File: src/rtl/sha_pkg.sv
// shared types, constants and functions of the sha256 stream hasher
// no dependencies
`timescale 1ns / 1ps
package sha_pkg;

    localparam int unsigned BlockBytes = 64;
    localparam int unsigned Rounds = 64;
    localparam int unsigned DigestWords = 8;
    localparam int unsigned QueueDepth = 2;

    typedef enum logic [1:0] {
        JOB_DATA = 2'd0,
        JOB_FINAL = 2'd1
    } job_kind_t;

    typedef struct packed {
        job_kind_t    kind;
        logic [511:0] block;
    } job_t;

    typedef logic [31:0] word_t;

    localparam word_t [0:7] InitH = '{
        32'h6a09e667, 32'hbb67ae85, 32'h3c6ef372, 32'ha54ff53a,
        32'h510e527f, 32'h9b05688c, 32'h1f83d9ab, 32'h5be0cd19};

    localparam word_t [0:63] RoundK = '{
        32'h428a2f98, 32'h71374491, 32'hb5c0fbcf, 32'he9b5dba5, 32'h3956c25b,
        32'h59f111f1, 32'h923f82a4, 32'hab1c5ed5, 32'hd807aa98, 32'h12835b01,
        32'h243185be, 32'h550c7dc3, 32'h72be5d74, 32'h80deb1fe, 32'h9bdc06a7,
        32'hc19bf174, 32'he49b69c1, 32'hefbe4786, 32'h0fc19dc6, 32'h240ca1cc,
        32'h2de92c6f, 32'h4a7484aa, 32'h5cb0a9dc, 32'h76f988da, 32'h983e5152,
        32'ha831c66d, 32'hb00327c8, 32'hbf597fc7, 32'hc6e00bf3, 32'hd5a79147,
        32'h06ca6351, 32'h14292967, 32'h27b70a85, 32'h2e1b2138, 32'h4d2c6dfc,
        32'h53380d13, 32'h650a7354, 32'h766a0abb, 32'h81c2c92e, 32'h92722c85,
        32'ha2bfe8a1, 32'ha81a664b, 32'hc24b8b70, 32'hc76c51a3, 32'hd192e819,
        32'hd6990624, 32'hf40e3585, 32'h106aa070, 32'h19a4c116, 32'h1e376c08,
        32'h2748774c, 32'h34b0bcb5, 32'h391c0cb3, 32'h4ed8aa4a, 32'h5b9cca4f,
        32'h682e6ff3, 32'h748f82ee, 32'h78a5636f, 32'h84c87814, 32'h8cc70208,
        32'h90befffa, 32'ha4506ceb, 32'hbef9a3f7, 32'hc67178f2};

    function automatic word_t rotr(input word_t v, input int unsigned n);
        rotr = (v >> n) | (v << (32 - n));
    endfunction

endpackage

File: src/rtl/sha_if.sv


interface sha_out_if;
    logic        valid;
    logic        ready;
    logic [31:0] digest_word;
    logic [2:0]  word_index;
    logic        last_word;
    modport source (output valid, digest_word, word_index, last_word, input ready);
    modport sink (input valid, digest_word, word_index, last_word, output ready);
endinterface

File: src/rtl/sha_core.sv
// back end: one round per cycle compression, digest word output
// depends on sha_pkg and sha_if
`timescale 1ns / 1ps
module sha_core
    import sha_pkg::*;
(
    input  logic    clk,
    input  logic    rst_n,
    input  logic    job_valid,
    output logic    job_ready,
    input  job_t    job,
    sha_out_if.source out_ch
);

    typedef enum logic [1:0] {
        ST_IDLE,
        ST_ROUND,
        ST_ADD,
        ST_EMIT
    } state_t;

    state_t       state_reg;
    word_t        h_reg [8];
    word_t        v_reg [8];
    word_t        w_reg [16];
    logic [5:0]   round_reg;
    logic         final_reg;
    logic [2:0]   idx_reg;
    word_t        s0, s1, w_new, t1, t2, e, a;

    assign job_ready = (state_reg == ST_IDLE);
    assign out_ch.valid = (state_reg == ST_EMIT);
    assign out_ch.digest_word = h_reg[idx_reg];
    assign out_ch.word_index = idx_reg;
    assign out_ch.last_word = (idx_reg == 3'd7);

    always_comb
    begin
        s0 = rotr(w_reg[1], 7) ^ rotr(w_reg[1], 18) ^ (w_reg[1] >> 3);
        s1 = rotr(w_reg[14], 17) ^ rotr(w_reg[14], 19) ^ (w_reg[14] >> 10);
        w_new = w_reg[0] + s0 + w_reg[9] + s1;
        e = v_reg[4];
        a = v_reg[0];
        t1 = v_reg[7] + (rotr(e, 6) ^ rotr(e, 11) ^ rotr(e, 25))
            + ((e & v_reg[5]) ^ (~e & v_reg[6])) + RoundK[round_reg] + w_reg[0];
        t2 = (rotr(a, 2) ^ rotr(a, 13) ^ rotr(a, 22))
            + ((a & v_reg[1]) ^ (a & v_reg[2]) ^ (v_reg[1] & v_reg[2]));
    end

    always_ff @(posedge clk or negedge rst_n)
    begin
        if (!rst_n)
        begin
            state_reg <= ST_IDLE;
            round_reg <= '0;
            idx_reg <= '0;
            final_reg <= 1'b0;
            for (int i = 0; i < 8; i++)
                h_reg[i] <= InitH[i];
        end
        else
        begin
            case (state_reg)
                ST_IDLE:
                begin
                    if (job_valid)
                    begin
                        for (int i = 0; i < 16; i++)
                            w_reg[i] <= job.block[511 - 32 * i -: 32];
                        for (int i = 0; i < 8; i++)
                            v_reg[i] <= h_reg[i];
                        final_reg <= (job.kind == JOB_FINAL);
                        round_reg <= '0;
                        state_reg <= ST_ROUND;
                    end
                end
                ST_ROUND:
                begin
                    for (int i = 0; i < 15; i++)
                        w_reg[i] <= w_reg[i + 1];
                    w_reg[15] <= w_new;
                    for (int i = 1; i < 8; i++)
                        v_reg[i] <= v_reg[i - 1];
                    v_reg[4] <= v_reg[3] + t1;
                    v_reg[0] <= t1 + t2;
                    round_reg <= round_reg + 6'd1;
                    if (round_reg == 6'(Rounds - 1))
                        state_reg <= ST_ADD;
                end
                ST_ADD:
                begin
                    for (int i = 0; i < 8; i++)
                        h_reg[i] <= h_reg[i] + v_reg[i];
                    idx_reg <= '0;
                    state_reg <= final_reg ? ST_EMIT : ST_IDLE;
                end
                ST_EMIT:
                begin
                    if (out_ch.ready)
                    begin
                        idx_reg <= idx_reg + 3'd1;
                        if (idx_reg == 3'(DigestWords - 1))
                        begin
                            for (int i = 0; i < 8; i++)
                                h_reg[i] <= InitH[i];
                            state_reg <= ST_IDLE;
                        end
                    end
                end
                default:
                    state_reg <= ST_IDLE;
            endcase
        end
    end

endmodule

File: src/flat_wrapper.sv
// flat-port wrapper written by rule: the top's interface ports become plain ports
module sha_core_flat import sha_pkg::*;
  (clk, rst_n, job_valid, job_ready, job, out_ch_valid, out_ch_digest_word, out_ch_word_index, out_ch_last_word, out_ch_ready);
  sha_out_if out_ch_i ();
  input  logic clk;
  input  logic rst_n;
  input  logic job_valid;
  output logic job_ready;
  input  job_t job;
  output wire logic [$bits(out_ch_i.valid)-1:0] out_ch_valid;
  output wire logic [$bits(out_ch_i.digest_word)-1:0] out_ch_digest_word;
  output wire logic [$bits(out_ch_i.word_index)-1:0] out_ch_word_index;
  output wire logic [$bits(out_ch_i.last_word)-1:0] out_ch_last_word;
  input wire logic [$bits(out_ch_i.ready)-1:0] out_ch_ready;
  assign out_ch_valid = out_ch_i.valid;
  assign out_ch_digest_word = out_ch_i.digest_word;
  assign out_ch_word_index = out_ch_i.word_index;
  assign out_ch_last_word = out_ch_i.last_word;
  assign out_ch_i.ready = out_ch_ready;
  sha_core u_core (.clk(clk), .rst_n(rst_n), .job_valid(job_valid), .job_ready(job_ready), .job(job), .out_ch(out_ch_i));
endmodule
File: config.mk
export PLATFORM = sky130hd
export DESIGN_NAME = sha_core_flat
export DESIGN_NICKNAME = d
export VERILOG_FILES = /design/src/rtl/sha_pkg.sv /design/src/rtl/sha_if.sv /design/src/rtl/sha_core.sv /design/src/flat_wrapper.sv
export SDC_FILE = /design/constraint.sdc
export NUM_CORES = 2
export LEC_CHECK = 0
export ABC_AREA = 1
export BUFFER_PORTS_ARGS = -buffer_cell sky130_fd_sc_hd__buf_4
export CAP_MARGIN = 20
export CORE_AREA = 5 5 478 480
export CTS_BUF_LIST = sky130_fd_sc_hd__clkbuf_16
export DETAILED_ROUTE_END_ITERATION = 8
export DIE_AREA = 0 0 483 485
export PLACE_DENSITY_LB_ADDON = 0.15
export SLEW_MARGIN = 20
export SYNTH_ARGS = -nofsm -noshare
export SYNTH_HDL_FRONTEND = slang
export SYNTH_SLANG_ARGS = --single-unit
export TNS_END_PERCENT = 1
File: constraint.sdc
create_clock -name clk -period 58.7 [get_ports clk]
set_input_delay 2.935 -clock clk [delete_from_list [all_inputs] [get_ports clk]]
set_output_delay 2.935 -clock clk [all_outputs]
set_load 0.1 [all_outputs]
==> out/results.ini <==
[status]
status = finished clean

[global_routing]
antenna_found_initial = 62
first_global_vias = 72871
grt_overflow = 0
grt_first_pass_wirelength_um = 563000
gr-usage-all-layers_pct = 33.7
grt_max_degree = 195

[clocking]
root_buffer = clkbuf_16
cts-hold-fix-buffers = 0
numCtsBuffers = 132
clock_sinks = 1036
clockBufferDepth = 3
post-cts-setup-buffers = 0
cts_resized = 0
cts-htree-levels = 4
clkTransAtPathRegs_ns = 0.06
cts_tree = yes
worstSkewPairLatency_ns = 0.85

[critical_path]
crit_path_start_kind = flip-flop
worstSetupEndpointType = flip-flop
startpoint = u_core.round_reg[0]$_DFFE_PN0P_
critPathArrivalTime_ns = 9.73
crit_type = reg -> reg
critPathMaxFanout = 15
crit_slowest_cell = dfrtp_1
cp.required_ns = 59.26
worstReg2RegStart = u_core.round_reg[0]$_DFFE_PN0P_
crit_path_frequent_cell = nand2_1
slowest_delay_ns = 0.67

[timing]
worst_slew_pin_slew_ns = 1.28
rsz0062_at_grt = false
finalSetupViolations = 0
finalCritPeriodShare_pct = 15.6
period_needed_ns = 9.17
drv_slew = 0
fmaxAchievable_ghz = 0.109
slew-limit-headroom_pct = 13.6
fin_setup_tns_ns = 0
hold_viol = 0
fin_hold_ws_ns = 0.502
fin_skew_ns = 0.0581

[finish]
layout.nets = 11693
fin_area_mm2 = 0.0895
drive_above_1_share_pct = 9.75
final.fill_count = 23636
largest_reg_flops = 512
fin_cells = 13703
area_growth_pct = 15.1
multi_input_comb_area_mm2 = 0.0416
seqCellArea_mm2 = 0.0299

[yosys]
synth_fp_nets = 11280
postSynthAreaPerCell_um2 = 7.64
synth.cell_area_mm2 = 0.0777
synth_warnings = 0
seq_area_frac_synth_pct = 38.5
synth-async-reset-ratio_pct = 25.9
synth-seq-cells = 1036
synth-edff-count = 768
synthDistinctLibCells = 63
synth_cells = 10171
synth_ff_type = edfxtp_1

[route]
vias = 74547
wirelength_um = 410000
drc = 0
wl_per_cell_um = 29.9
antenna_left = 0
via_per_inst = 5.44
drtPass1Iterations = 8
drt_iter0_drc = 6825

[floorplanning]
dieArea_mm2 = 0.234
rows = 174
die-height_um = 485
start_util_pct = 34.7
die_w_um = 483
ioPinCount = 556
coreArea_mm2 = 0.224

[placement]
gp_congestion = 1.02
dp_cells = 13442
place_area_mm2 = 0.0849
hpwl_um = 334000
place.port_buffers = 555

[hold_path]
min_path_type = reg -> reg
hp-start = u_core.w_reg[0][358]$_DFFE_PP_

[run]
drv_cap = 0

critical path: cells and delay by family (launching register included):
family | cells | cell delay [ns]
adders and majority gates | 8 | 3.61
and+or+nand+nor | 14 | 1.94
AOI/OAI and AO/OA | 6 | 1.34
buffers and inverters | 6 | 0.84
DFF | 1 | 0.67
xor gates and xnor gates | 1 | 0.51
final cells by class:
class / instances / share of cell area [%]
tap: 2992 / 4.18
antenna: 22 / 0.0615
clock inverter: 107 / 1.32
inverter: 1234 / 5.20
clock buffer: 132 / 3.69
timing repair buffer: 655 / 5.59
multi-input combinational: 7525 / 46.5
sequential: 1036 / 33.5
logic make-up (layout without fill, tap and decap cells):
| logic type | after synthesis | count (layout) | share of synthesized area [%] |
|---|---|---|---|
| XOR/XNOR | 359 | 359 | 4.05 |
| flip-flops | 1036 | 1036 | 38.5 |
| adder cells (fa/ha/maj) | 616 | 616 | 11.7 |
| other | 0 | 22 | 0 |
| buffers and inverters | 1610 | 2128 | 8.02 |
| AND/OR/NAND/NOR | 4631 | 4631 | 23.8 |
| multiplexers | 26 | 26 | 0.335 |
| AO/OA/AOI/OAI | 1893 | 1893 | 13.6 |
per-layer routing:
layer / global-route usage [%] / part of all wire (%) / up-vias
met5: 0 / 0.11 / -
met4: 22.1 / 7.9 / 72
met3: 6.02 / 6.5 / 842
met2: 56.5 / 47 / 3124
met1: 39.7 / 38 / 36205
li1: - / - / 34304
stage by stage:
stage / utilization, % / setup slack [ns]
final: 40.0 / 49.53
after global routing: 40.0 / 48.98
after CTS: 40.0 / 49.66
after detailed placement: 38.0 / 49.71
after global placement: 37.9 / 49.77
after floorplan: - / 37.26
synthesized netlist by cell type, types with 92 or more instances:
master | count | share of area, %
fa_1 | 195 | 5.0
edfxtp_1 | 768 | 30
a21oi_1 | 635 | 4.1
clkbuf_1 | 235 | 1.1
o22ai_1 | 111 | 0.89
xnor2_1 | 150 | 1.7
nand3_1 | 405 | 2.6
dfstp_2 | 136 | 4.6
buf_2 | 111 | 0.71
xor2_1 | 209 | 2.4
nand2_1 | 3293 | 16
o21ai_0 | 688 | 4.4
inv_1 | 1226 | 5.9
o21ai_1 | 92 | 0.59
nor2_1 | 692 | 3.3
ha_1 | 396 | 6.4
dfrtp_1 | 132 | 4.3
cell usage in the layout (no fill, tap or decap), types with 209 or more instances in the layout:
| master | instances |
|---|---|
| ha_1 | 396 |
| o21ai_0 | 681 |
| nand3_1 | 405 |
| buf_4 | 648 |
| a21oi_1 | 635 |
| inv_1 | 1254 |
| nand2_1 | 3291 |
| edfxtp_1 | 768 |
| nor2_1 | 691 |
| xor2_1 | 209 |
worst paths after layout:
path                                                   to  slack (ns)  cells after the start
max                         u_core.v_reg[0][25]$_DFFE_PP_       49.53                     35
min                        u_core.w_reg[0][326]$_DFFE_PP_        0.50                      2
max reg2reg                 u_core.v_reg[0][25]$_DFFE_PP_       49.53                     35
min reg2reg                u_core.w_reg[0][326]$_DFFE_PP_        0.50                      2
max in group asynchronous   u_core.h_reg[180]$_DFFE_PN0P_       54.36                      4
min in group asynchronous   u_core.h_reg[222]$_DFFE_PN0P_        1.96                      1
Power is not shown: default switching activity piles up to over one toggle a cycle in this logic, so the estimate is an artifact.
