==> config.mk <==
export PLATFORM = sky130hd
export DESIGN_NAME = sha_queue
export DESIGN_NICKNAME = d
export VERILOG_FILES = /design/src/rtl/sha_pkg.sv /design/src/rtl/sha_queue.sv
export SDC_FILE = /design/constraint.sdc
export NUM_CORES = 1
export LEC_CHECK = 0
export ABC_AREA = 0
export BUFFER_PORTS_ARGS = -buffer_cell sky130_fd_sc_hd__buf_2
export CAP_MARGIN = 15
export CORE_AREA = 2 2 398 400
export CTS_CLUSTER_DIAMETER = 100
export CTS_CLUSTER_SIZE = 12
export DETAILED_ROUTE_END_ITERATION = 6
export DIE_AREA = 0 0 400 402
export HOLD_SLACK_MARGIN = 0.08
export SLEW_MARGIN = 20
export SYNTH_ARGS = -nofsm -noshare
export SYNTH_HDL_FRONTEND = slang
export SYNTH_SLANG_ARGS = --single-unit
==> constraint.sdc <==
create_clock -name clk -period 63.3 [get_ports clk]
set_input_delay 12.66 -clock clk [delete_from_list [all_inputs] [get_ports clk]]
set_output_delay 12.66 -clock clk [all_outputs]
set_load 0.02 [all_outputs]
==> src/rtl/sha_pkg.sv <==
// shared types, constants and functions of the sha256 stream hasher
// no dependencies
`timescale 1ns / 1ps
package sha_pkg;

    localparam int unsigned BlockBytes = 64;
    localparam int unsigned Rounds = 64;
    localparam int unsigned DigestWords = 8;
    localparam int unsigned QueueDepth = 2;

    typedef enum logic [1:0] {
        JOB_DATA = 2'd0,
        JOB_FINAL = 2'd1
    } job_kind_t;

    typedef struct packed {
        job_kind_t    kind;
        logic [511:0] block;
    } job_t;

    typedef logic [31:0] word_t;

    localparam word_t [0:7] InitH = '{
        32'h6a09e667, 32'hbb67ae85, 32'h3c6ef372, 32'ha54ff53a,
        32'h510e527f, 32'h9b05688c, 32'h1f83d9ab, 32'h5be0cd19};

    localparam word_t [0:63] RoundK = '{
        32'h428a2f98, 32'h71374491, 32'hb5c0fbcf, 32'he9b5dba5, 32'h3956c25b,
        32'h59f111f1, 32'h923f82a4, 32'hab1c5ed5, 32'hd807aa98, 32'h12835b01,
        32'h243185be, 32'h550c7dc3, 32'h72be5d74, 32'h80deb1fe, 32'h9bdc06a7,
        32'hc19bf174, 32'he49b69c1, 32'hefbe4786, 32'h0fc19dc6, 32'h240ca1cc,
        32'h2de92c6f, 32'h4a7484aa, 32'h5cb0a9dc, 32'h76f988da, 32'h983e5152,
        32'ha831c66d, 32'hb00327c8, 32'hbf597fc7, 32'hc6e00bf3, 32'hd5a79147,
        32'h06ca6351, 32'h14292967, 32'h27b70a85, 32'h2e1b2138, 32'h4d2c6dfc,
        32'h53380d13, 32'h650a7354, 32'h766a0abb, 32'h81c2c92e, 32'h92722c85,
        32'ha2bfe8a1, 32'ha81a664b, 32'hc24b8b70, 32'hc76c51a3, 32'hd192e819,
        32'hd6990624, 32'hf40e3585, 32'h106aa070, 32'h19a4c116, 32'h1e376c08,
        32'h2748774c, 32'h34b0bcb5, 32'h391c0cb3, 32'h4ed8aa4a, 32'h5b9cca4f,
        32'h682e6ff3, 32'h748f82ee, 32'h78a5636f, 32'h84c87814, 32'h8cc70208,
        32'h90befffa, 32'ha4506ceb, 32'hbef9a3f7, 32'hc67178f2};

    function automatic word_t rotr(input word_t v, input int unsigned n);
        rotr = (v >> n) | (v << (32 - n));
    endfunction

endpackage

==> src/rtl/sha_queue.sv <==
// two-entry job queue between front and back
// depends on sha_pkg
`timescale 1ns / 1ps
module sha_queue
    import sha_pkg::*;
(
    input  logic clk,
    input  logic rst_n,
    input  logic push_valid,
    output logic push_ready,
    input  job_t push_job,
    output logic pop_valid,
    input  logic pop_ready,
    output job_t pop_job
);

    job_t       mem_reg [QueueDepth];
    logic       wr_reg;
    logic       rd_reg;
    logic [1:0] cnt_reg;
    logic       push;
    logic       pop;

    assign push_ready = (cnt_reg != 2'(QueueDepth));
    assign pop_valid = (cnt_reg != 2'd0);
    assign pop_job = mem_reg[rd_reg];
    assign push = push_valid && push_ready;
    assign pop = pop_valid && pop_ready;

    always_ff @(posedge clk)
    begin
        if (push)
            mem_reg[wr_reg] <= push_job;
    end

    always_ff @(posedge clk or negedge rst_n)
    begin
        if (!rst_n)
        begin
            wr_reg <= 1'b0;
            rd_reg <= 1'b0;
            cnt_reg <= '0;
        end
        else
        begin
            if (push)
                wr_reg <= ~wr_reg;
            if (pop)
                rd_reg <= ~rd_reg;
            cnt_reg <= cnt_reg + 2'(push) - 2'(pop);
        end
    end

endmodule

==> summary.txt, run 1 <==
CTS
  • CTS Root Buffer Type: sky130_fd_sc_hd__clkbuf_16
  • Post-CTS Setup Inserts: 0
  • Hold buffers post-CTS: 0
  • Gates resized, CTS repair: 0
  • Total number of H-tree levels: 3
  • Clock tree from TritonCTS: built
  • Clk pin slew, worst setup/hold paths: 60 ps
  • Worst-skew pair later-pin latency: 700 ps
  • Clock tree buffer depth: 3
  • Sinks on Clock Net: between 1,000 and 1,500
  • Number of buffers created by CTS: 101

Synth
  • Register bit count reported by yosys: about 1,000
  • Yosys top cell area share: 0.798
  • Post-synthesis cell area: 0.0387 mm²
  • Avg Synthesized Cell Area: 23.9 µm²
  • Synthesis Warnings: 0
  • Cells after synthesis: 1,616
  • Synth unique cells: 17
  • Net Count, Synth: between 2,000 and 2,500
  • Most common cell in the netlist: sky130_fd_sc_hd__edfxtp_1
  • Most area-consuming cells after synthesis: sky130_fd_sc_hd__edfxtp_1 80%, sky130_fd_sc_hd__mux2_4 14%, sky130_fd_sc_hd__mux2_2 4.8%
  • Proportion of register bits with asynchronous set or reset after synthesis: 0.00388
  • Most used standard cells in the synthesized netlist: 1,028 x sky130_fd_sc_hd__edfxtp_1, 350 x sky130_fd_sc_hd__mux2_4, 164 x sky130_fd_sc_hd__mux2_2, 39 x sky130_fd_sc_hd__buf_6, 17 x sky130_fd_sc_hd__buf_2
  • Primary FF master, synth: sky130_fd_sc_hd__edfxtp_1
  • EDFF count, synth: 1,028
  • Most area-hungry cell type in the Yosys netlist: sky130_fd_sc_hd__edfxtp_1
  • Proportion of synthesized chip area in sequential cells: 0.800

Final layout
  • Fraction of final layout cells sized beyond drive strength 1: 0.616
  • End-of-flow core utilization: 0.312
  • Count of filler cells inserted in the layout: ~15,000
  • Flip-flop count of the largest register after layout: 1,028
  • Synth-to-Final Area Change: 26.8%
  • Net count of the finished layout: 3,243

Global route
  • Largest net degree at the start of global routing: 69
  • Antenna violations before repair: 97
  • First-pass GRT wire length: 149,000 µm
  • Global route total overflow: 0
  • Global-route total usage across every layer: 0.132
  • Vias in the first global route: 20,100

STA
  • Worst relative slew slack: 0.293
  • Final sum of negative setup slack: 0 ps
  • Fin crit period: 17,540 ps
  • Final setup vio count: 0
  • Clock Skews: 36.8 ps
  • Setup repair after global routing missed its margin: no
  • Share of the cycle needed by the critical path after routing: 0.277
  • Fin. max-slew vios: 0
  • Hold violation count in the final report: 0
  • Worst slack on hold paths: 535 ps
  • Slew @ Worst Pin: approximately 1100 ps
  • Fmax achieved: between 50 and 60 MHz

Drt
  • Max layer used: met5
  • Met3 routed WL: 11,700 µm
  • Total wire length after detailed routing: 111,000 µm
  • Average detailed-routed wire length per instance: roughly 23 µm
  • Length of the first detailed-routing pass in iterations: 5
  • Drt drc: 0
  • Met2 routed wirelength: 55,800 µm
  • Number of vias per cell: 4.07
  • Post-DRT Antenna Nets: 0
  • Violation count after the first detailed-route iteration: roughly 1,000
  • Vias: 19,700
  • Met1 WL: 39,800 µm

Floorplanning
  • Initial standard-cell utilization of the core: 0.246
  • Count of pins on the block boundary: 1,034
  • Number of rows created at floorplan: 146
  • Die height: 402 µm
  • Die extent in x: 400 µm
  • Die area: between 0.15 and 0.2 mm²
  • Placeable Area: 0.157 mm²

Worst setup path
  • Classification of the worst setup path: reg -> out
  • Worst Setup End Kind: output pin
  • Arrival time at the worst endpoint: 4880 ps
  • Highest net fanout along the worst path: 61
  • Startpoint type of the worst setup path: flop
  • CP Data Required Time: 50,640 ps

Outcome
  • Outcome: complete, no violations

Place
  • Number of buffer cells added on primary ports: 1,033
  • Final weighted congestion of routability-driven global placement: 0.844
  • Detailed-placement wirelength estimate: 83,200 µm

Hold path
  • Class of the tightest hold or removal check: reg -> reg

Pwr
  • Worst vdd rail ir drop: between 0.03 and 0.04 mV
  • Reported leakage power: 18.7 nW
  • Power density over cell area: 48.5 mW/mm²

Job
  • Number of max-cap violations: 0
cell families after synthesis:
logic type,after synthesis,synth area share
adders and majority gates,2,0.000647
buffers and inverters,58,0.0138
xor gates and xnor gates,4,0.000905
DFF,1032,0.800
and+or+nand+nor,6,0.000841
muxes,514,0.184
final cells by class:
cell class              count  area, µm²  area share
diodes                     29       72.6     0.00148
clock buffers             117       2610      0.0531
clock inverters            15        233     0.00474
inverters                   1       3.75   0.0000765
multi-input cells         526       7210       0.147
flip-flops and latches   1032      31000       0.631
well taps                2072       2590      0.0528
repair buffers           1061       5390       0.110
metrics by stage:
stage | std cells | worst slack [ps] | instance area (µm²) | power [W]
6_report | 4853 | 45760 | 49100 | 0.00238
5_1_grt | 4837 | 45450 | 49000 | 0.00249
4_1_cts | 4824 | 45600 | 49000 | 0.00242
3_5_place_dp | 4692 | 46420 | 46200 | 0.00187
3_3_place_gp | 4691 | 46490 | 46100 | 0.00186
2_1_floorplan | 1616 | 27880 | 38700 | 0.00171
power breakdown:
group / switching (W) / total (W) / internal [W]
registers: 0.0000411 / 0.000976 / 0.000935
logic: 0.000519 / 0.000860 / 0.000340
clock network: 0.000253 / 0.000545 / 0.000292
critical path: stages (launching register included):
cell                      delay, ps
sky130_fd_sc_hd__dfrtp_4        960
sky130_fd_sc_hd__buf_4          760
sky130_fd_sc_hd__buf_4          750
sky130_fd_sc_hd__buf_4          890
sky130_fd_sc_hd__mux2_2         430
sky130_fd_sc_hd__buf_2          160
layout by cell type, fill, tap and decap left out, types with 2 or more instances in the layout:
cell type and count:
sky130_fd_sc_hd__clkbuf_16 102, sky130_fd_sc_hd__edfxtp_1 1028, sky130_fd_sc_hd__clkbuf_1 15, sky130_fd_sc_hd__mux2_4 350
sky130_fd_sc_hd__buf_2 1033, sky130_fd_sc_hd__buf_4 27, sky130_fd_sc_hd__mux2_2 164, sky130_fd_sc_hd__xnor2_1 3
sky130_fd_sc_hd__inv_6 3, sky130_fd_sc_hd__diode_2 29, sky130_fd_sc_hd__dfrtp_1 3, sky130_fd_sc_hd__inv_8 4
sky130_fd_sc_hd__clkinv_4 2, sky130_fd_sc_hd__ha_1 2, sky130_fd_sc_hd__clkinv_16 4
final timing paths:
| path | slack [ps] | cells after the start | end | start |
|---|---|---|---|---|
| worst min-delay path | 540 | 1 | cnt_reg[0] | cnt_reg[0] |
| min in group asynchronous | 11750 | 1 | wr_reg | rst_n |
| worst max register to register | 58960 | 7 | mem_reg[0][285] | cnt_reg[0] |
| worst min register to register | 540 | 1 | cnt_reg[0] | cnt_reg[0] |
| worst max-delay path | 45760 | 5 | pop_job[44] | rd_reg |
| max in group asynchronous | 51410 | 1 | rd_reg | rst_n |
routing by layer:
layer / track usage / vias up
met5: 0 / -
met4: 0.0481 / 12
met3: 0.0539 / 267
met2: 0.229 / 904
met1: 0.142 / 9873
li1: - / 8680
Power figures use the tool's default switching activity.
==> run 2, diff against run 1 <==
Settings changed: ABC_AREA 0 to 1, CORE_AREA 2 2 398 400 to 2 2 403 405, DIE_AREA 0 0 400 402 to 0 0 405 407.
Clock period 63.3 ns to 17.2 ns, I/O delays scaled along.
==> run 2 against run 1 <==
  * The run now ends with design-rule violations left
  * Clock skew down 13 ps
  * Core utilization shrank 1.4 points
  * Count of clock-buffer cells in the layout down 8
  * Worst setup slack lost 37000 ps
  * Critical path depth grew 2
  * Sequential share of layout area is 1.8 points higher
  * Sequential cell count is the same
  * Combinational power rose to 3.7 times the previous value
  * Synthesized cell count is 68% higher
  * Worst hold slack got worse by 26 ps
  * Critical endpoint is now pop_job[175]
  * Largest power group unchanged
==> summary.txt, run 2 <==
Final layout
  • Reg area: 0.0310 mm² (unchanged)
  • Flip-flop count of the largest register after layout: 1,028 (unchanged)
  • Most common cell after layout, fill and taps aside: sky130_fd_sc_hd__nand2_1
  • Synth-to-Final Area Change: 27.4%
  • Fraction of final layout cells sized beyond drive strength 1: 0.310 (-0.306)
  • Net count of the finished layout: 4,278 (+32%)
  • Count of filler cells inserted in the layout: 16,200 (+5.4%)
  • Area of the multi-input gates: 0.00589 mm² (-18%)
  • Most frequent cells in the layout: 1,555 x sky130_fd_sc_hd__nand2_1, 1,033 x sky130_fd_sc_hd__buf_2, 1,028 x sky130_fd_sc_hd__edfxtp_1

Drt
  • Violation count after the first detailed-route iteration: 1,806 (+76%)
  • Average detailed-routed wire length per instance: 19.0 µm (-17%)
  • Vias: 24,400 (+23%)
  • Number of vias per cell: 4.09 (+0.46%)
  • Total wire length after detailed routing: 113,000 µm (+1.9%)
  • Length of the first detailed-routing pass in iterations: 7 (+2)
  • Post-DRT Antenna Nets: 0 (unchanged)
  • Drt drc: 1 (+1)

Synth
  • Synth unique cells: 11 (-6)
  • Most common cell in the netlist: sky130_fd_sc_hd__nand2_1
  • Cells after synthesis: 2,716 (+68%)
  • Yosys top cell area share: 0.824 (+0.0260)
  • Most used standard cells in the synthesized netlist: 1,555 x sky130_fd_sc_hd__nand2_1, 1,028 x sky130_fd_sc_hd__edfxtp_1, 98 x sky130_fd_sc_hd__buf_2, 11 x sky130_fd_sc_hd__buf_4, 8 x sky130_fd_sc_hd__inv_1
  • Proportion of register bits with asynchronous set or reset after synthesis: 0.00388 (unchanged)
  • EDFF count, synth: 1,028 (unchanged)
  • Most area-hungry cell type in the Yosys netlist: sky130_fd_sc_hd__edfxtp_1
  • Post-synthesis cell area: 0.0375 mm² (-3.2%)
  • Avg Synthesized Cell Area: 13.8 µm² (-42%)
  • Most area-consuming cells after synthesis: sky130_fd_sc_hd__edfxtp_1 82%, sky130_fd_sc_hd__nand2_1 16%, sky130_fd_sc_hd__buf_2 1.3%
  • Net Count, Synth: 3,236 (+51%)
  • Primary FF master, synth: sky130_fd_sc_hd__edfxtp_1
  • Proportion of synthesized chip area in sequential cells: 0.826 (+0.0261)
  • Synthesis Warnings: 0 (unchanged)
  • Register bit count reported by yosys: 1,032 (unchanged)

Pwr
  • Power density over cell area: 183 mW/mm² (+280%)
  • Reported leakage power: 19.8 nW (+6.0%)
  • Worst vdd rail ir drop: 0.119 mV (+290%)
  • Tot Pwr: 0.00871 W (+270%)

CTS
  • Worst-skew pair later-pin latency: 680 ps (-20 ps)
  • Gates resized, CTS repair: 0 (unchanged)
  • Sinks on Clock Net: 1,032 (unchanged)
  • Total number of H-tree levels: 3 (unchanged)
  • Clk pin slew, worst setup/hold paths: 60 ps (about the same)
  • Clock tree buffer depth: 3 (unchanged)
  • Number of buffers created by CTS: 99 (-2.0%)
  • Hold buffers post-CTS: 0 (unchanged)
  • Clock tree from TritonCTS: built
  • CTS Root Buffer Type: sky130_fd_sc_hd__clkbuf_16
  • Post-CTS Setup Inserts: 0 (unchanged)

Floorplanning
  • Initial standard-cell utilization of the core: 0.234 (-0.0124)
  • Number of rows created at floorplan: 147 (+0.68%)
  • Die area: 0.165 mm² (+2.5%)
  • Count of pins on the block boundary: 1,034 (unchanged)
  • Die extent in x: 405 µm (+1.3%)
  • Placeable Area: 0.160 mm² (+2.0%)
  • Die height: 407 µm (+1.2%)

Global route
  • First-pass GRT wire length: 155,000 µm (+3.6%)
  • Largest net degree at the start of global routing: 164 (+140%)
  • Vias in the first global route: 23,600 (+18%)
  • Global route total overflow: 0 (unchanged)
  • Antenna violations before repair: 38 (-61%)
  • Global-route total usage across every layer: 0.128 (-0.00324)

STA
  • Fin. max-slew vios: 0 (unchanged)
  • Final sum of negative setup slack: 0 ps (unchanged)
  • Fmax achieved: about 120 MHz
  • Setup repair after global routing missed its margin: no
  • Clock Skews: 23.8 ps (-13.0 ps)
  • Share of the cycle needed by the critical path after routing: 0.503
  • Slew @ Worst Pin: 1100 ps (+38.9 ps)
  • Fin crit period: 8650 ps
  • Final setup margin: 8550 ps (-37,200 ps)
  • Final setup vio count: 0 (unchanged)
  • Hold violation count in the final report: 0 (unchanged)
  • Worst slack on hold paths: 509 ps (-25.8 ps)
  • Worst relative slew slack: 0.267 (-0.0260)

Worst setup path
  • Classification of the worst setup path: reg -> out
  • Highest net fanout along the worst path: 114 (+87%)
  • Reg2Reg Capture Point: mem_reg[0][316]
  • Startpoint type of the worst setup path: flop
  • Worst Setup End Kind: output pin
  • Cell count of the worst reg-to-reg path: 6 (-1)
  • Worst setup path endpoint: pop_job[175]
  • Slack of the worst reg-to-reg path: 12,610 ps (-46,350 ps)
  • Arrival time at the worst endpoint: 5210 ps (+330 ps)
  • Worst r2r src: wr_reg
  • Timing startpoint of the critical path: rd_reg
  • CP Data Required Time: 13,760 ps (-36,880 ps)

Hold path
  • Class of the tightest hold or removal check: reg -> reg

Outcome
  • Violated checks: design-rule violations
  • Outcome: finished with violations

Job
  • Number of max-cap violations: 0 (unchanged)

Place
  • Number of buffer cells added on primary ports: 1,033 (unchanged)
  • Detailed-placement wirelength estimate: 80,600 µm (-3.1%)
  • Post-Place Worst Slack: 9300 ps (-37,120 ps)
  • Final weighted congestion of routability-driven global placement: 0.960 (+14%)
-- run 2: logic make-up after synthesis --
kind of cell             synth area share
AND/OR/NAND/NOR                     0.156
flip-flops                          0.826
buffers and inverters              0.0167
adder cells (fa/ha/maj)          0.000668
-- run 2: routing by layer --
layer  vias up  share of wire  global-route usage
met5         -        0.00096                   0
met4        16          0.038              0.0543
met3       254          0.087              0.0450
met2      1017           0.52               0.226
met1     11800           0.36               0.139
li1      11300              -                   -
-- run 2: final cells by class --
class	count	share of cell area
Timing Repair Buffer	1055	0.113
Antenna cell	24	0.00126
Clock buffer	109	0.0540
Tap cell	2160	0.0566
Clock inverter	10	0.00252
Multi-Input combinational cell	1561	0.123
Inverter	9	0.00102
Sequential cell	1032	0.649
-- run 2: critical path, stage by stage, from the launching register on --
cell                      delay (ps)
sky130_fd_sc_hd__dfrtp_4         800
sky130_fd_sc_hd__buf_4           710
sky130_fd_sc_hd__buf_4           760
sky130_fd_sc_hd__buf_4           730
sky130_fd_sc_hd__buf_4           850
sky130_fd_sc_hd__nand2_1         150
sky130_fd_sc_hd__nand2_1         110
sky130_fd_sc_hd__buf_2           160
-- run 2: power by group --
| part | internal (W) | total, W | switching [W] |
|---|---|---|---|
| Clock | 0.00105 | 0.00194 | 0.000885 |
| Sequential | 0.00344 | 0.00358 | 0.000148 |
| Combinational | 0.000777 | 0.00319 | 0.00241 |
| Total | 0.00527 | 0.00871 | 0.00345 |
-- run 2: worst min path at each step --
stage          slack (ps)    endpoint  startpoint  cells after the start
2_1_floorplan         440      wr_reg      wr_reg                      2
3_3_place_gp          460      wr_reg      wr_reg                      2
3_5_place_dp          490      wr_reg      wr_reg                      2
4_1_cts               500      wr_reg      wr_reg                      2
5_1_grt               530      wr_reg      wr_reg                      2
6_report              510  cnt_reg[0]  cnt_reg[0]                      1
-- run 2: metrics by stage --
step | cells | instance area, µm² | util
global route | 5955 | 47700 | 0.298
global placement | 5817 | 45000 | 0.281
detailed placement | 5817 | 45000 | 0.281
floorplan | 2716 | 37500 | -
finish | 5960 | 47700 | 0.298
CTS | 5936 | 47700 | 0.298
==> run 3, diff against run 2 <==
Clock period 17.2 ns to 8.35 ns, I/O delays scaled along.
==> run 3 against run 2 <==
  * The run now ends clean
  * Total power is 110% higher
  * Non-clock buffer count is 1 lower
  * Clock skew grew 28 ps
  * Sequential power rose by 110%
  * Die area unchanged
  * Critical path type unchanged
  * Critical endpoint is now pop_job[326]
==> summary.txt, run 3 (synthesized netlist as in run 2, its figures left out) <==
CTS
  • Clk pin slew, worst setup/hold paths: 60 ps (about the same)
  • Worst-skew pair later-pin latency: 720 ps (+40 ps)
  • Number of buffers created by CTS: 101 (+2.0%)
  • Total number of H-tree levels: 3 (unchanged)
  • Hold buffers post-CTS: 0 (unchanged)
  • Post-CTS Setup Inserts: 0 (unchanged)
  • Sinks on Clock Net: 1,032 (unchanged)
  • CTS Root Buffer Type: sky130_fd_sc_hd__clkbuf_16
  • Gates resized, CTS repair: 0 (unchanged)
  • Clock tree from TritonCTS: built
  • Clock tree buffer depth: 3 (unchanged)

Final layout
  • Most common cell after layout, fill and taps aside: sky130_fd_sc_hd__nand2_1
  • Post-route standard cell area excluding fillers: 0.0480 mm² (+0.57%)
  • End-of-flow core utilization: 0.300 (+0.00169)
  • Most frequent cells in the layout: 1,554 x sky130_fd_sc_hd__nand2_1, 1,033 x sky130_fd_sc_hd__buf_2, 1,028 x sky130_fd_sc_hd__edfxtp_1
  • Net count of the finished layout: 4,279 (+0.023%)
  • Count of filler cells inserted in the layout: 16,200 (-0.33%)
  • Reg area: 0.0310 mm² (unchanged)
  • Area of the multi-input gates: 0.00592 mm² (+0.49%)
  • Fraction of final layout cells sized beyond drive strength 1: 0.310 (+0.000620)
  • Flip-flop count of the largest register after layout: 1,028 (unchanged)
  • Synth-to-Final Area Change: 28.1%

Global route
  • Vias in the first global route: 23,400 (-0.86%)
  • Largest net degree at the start of global routing: 188 (+15%)
  • Global route total overflow: 0 (unchanged)
  • Global-route total usage across every layer: 0.126 (-0.00203)
  • First-pass GRT wire length: 152,000 µm (-1.6%)
  • Antenna violations before repair: 56 (+47%)

Floorplanning
  • Placeable Area: 0.160 mm² (unchanged)
  • Die area: 0.165 mm² (unchanged)
  • Die extent in x: 405 µm (unchanged)
  • Die height: 407 µm (unchanged)
  • Number of rows created at floorplan: 147 (unchanged)
  • Initial standard-cell utilization of the core: 0.234 (unchanged)
  • Count of pins on the block boundary: 1,034 (unchanged)

Pwr
  • P_sw: 0.00714 W (+110%)
  • Power density over cell area: 377 mW/mm² (+110%)
  • Reported leakage power: 19.9 nW (+0.38%)
  • Share of total power in the clock network: 0.230 (+0.007)
  • Worst vdd rail ir drop: 0.258 mV (+120%)
  • Logic gate share of total power: 0.362 (-0.004)
  • Internal cell power: 0.0109 W (+110%)
  • Part of the total power dissipated in sequential elements: 0.408 (-0.003)
  • Fraction of power spent switching nets: 0.395 (-0.000853)

Worst setup path
  • CP Data Required Time: 6680 ps (-7080 ps)
  • Arrival time at the worst endpoint: 3580 ps (-1630 ps)
  • Cell count of the worst reg-to-reg path: 5 (-1)
  • Timing startpoint of the critical path: rd_reg
  • Worst path cell trace: buf_4, buf_4, nand2_1, nand2_1, buf_2
  • Slack of the worst reg-to-reg path: 5050 ps (-7560 ps)
  • Highest net fanout along the worst path: 85 (-25%)
  • Startpoint type of the worst setup path: flop
  • Classification of the worst setup path: reg -> out
  • Largest stage delay on the critical path: 840 ps (about the same)
  • Worst r2r src: cnt_reg[1]
  • Worst Setup End Kind: output pin
  • Worst setup path endpoint: pop_job[326]
  • Critical-path cell with the highest stage delay: sky130_fd_sc_hd__buf_4
  • Reg2Reg Capture Point: mem_reg[0][247]

STA
  • Clock Skews: 52.0 ps (+28.2 ps)
  • Share of the cycle needed by the critical path after routing: 0.628
  • Hold violation count in the final report: 0 (unchanged)
  • Fin crit period: 5250 ps
  • Slew @ Worst Pin: 1070 ps (-29.1 ps)
  • Worst relative slew slack: 0.286 (+0.0194)
  • Final setup vio count: 0 (unchanged)
  • Worst slack on hold paths: 471 ps (-38.0 ps)
  • Fmax achieved: 191 MHz
  • Fin. max-slew vios: 0 (unchanged)
  • Setup repair after global routing missed its margin: no

Job
  • Number of max-cap violations: 0 (unchanged)

Hold path
  • Cell depth of the worst min-delay path: 2 (+1)
  • Class of the tightest hold or removal check: reg -> reg

Place
  • Detailed-placement wirelength estimate: 77,800 µm (-3.6%)
  • Number of buffer cells added on primary ports: 1,033 (unchanged)
  • Cell area reported after detailed placement: 0.0451 mm² (+0.18%)
  • Final weighted congestion of routability-driven global placement: 1.01 (+5.4%)

Drt
  • Drt drc: 0 (-1)
  • Violation count after the first detailed-route iteration: 1,927 (+6.7%)
  • Total wire length after detailed routing: 112,000 µm (-0.97%)
  • Average detailed-routed wire length per instance: 18.7 µm (-1.4%)
  • Post-DRT Antenna Nets: 0 (unchanged)
  • Number of vias per cell: 4.05 (-0.87%)
  • Length of the first detailed-routing pass in iterations: 5 (-2)
  • Vias: 24,200 (-0.47%)

Outcome
  • Outcome: complete, no violations
run 3: metrics by stage:
stage,setup slack (ps),setup TNS [ps],total power (W),cells
floorplan,-1500,-1505720,0.0118,2716
global placement,3630,0,0.0141,5816
detailed placement,3620,0,0.0141,5816
CTS,3010,0,0.0183,5951
global route,2890,0,0.0190,5975
finish,3100,0,0.0181,5984
run 3: how the worst min path moves through the flow:
stage / from / end
6_report: wr_reg / wr_reg
5_1_grt: wr_reg / wr_reg
2_1_floorplan: wr_reg / wr_reg
3_5_place_dp: wr_reg / wr_reg
4_1_cts: wr_reg / wr_reg
3_3_place_gp: wr_reg / wr_reg
run 3: power by group through the flow:
| stage | logic [W] | registers [W] | clock network [W] |
|---|---|---|---|
| final | 0.00654 | 0.00738 | 0.00416 |
| after global routing | 0.00706 | 0.00747 | 0.00447 |
| after CTS | 0.00665 | 0.00737 | 0.00429 |
| after detailed placement | 0.00663 | 0.00748 | 0 |
| after global placement | 0.00660 | 0.00745 | 0 |
| after floorplan | 0.00404 | 0.00775 | 0 |
run 3: cell type report:
class                           instances  area share
Antenna cell                           33     0.00172
Sequential cell                      1032       0.645
Inverter                                9    0.000938
Clock buffer                          118      0.0544
Clock inverter                         17     0.00521
Tap cell                             2160      0.0563
Timing Repair Buffer                 1054       0.113
Multi-Input combinational cell       1561       0.123
run 3: layer usage:
metal	routed length, µm	part of all wire	vias to the layer above	track usage
met4	4810	0.043	10	0.0672
met1	41200	0.37	11800	0.140
met2	55700	0.50	938	0.212
met5	62	0.00055	-	0
met3	10400	0.092	270	0.0447
li1	-	-	11300	-
run 3: worst max-delay path, delay by kind of cell (launching register included):
| family | cells | cell delay (ps) |
|---|---|---|
| buffers and inverters | 3 | 1680 |
| flip-flops | 1 | 740 |
| AND/OR/NAND/NOR | 2 | 300 |
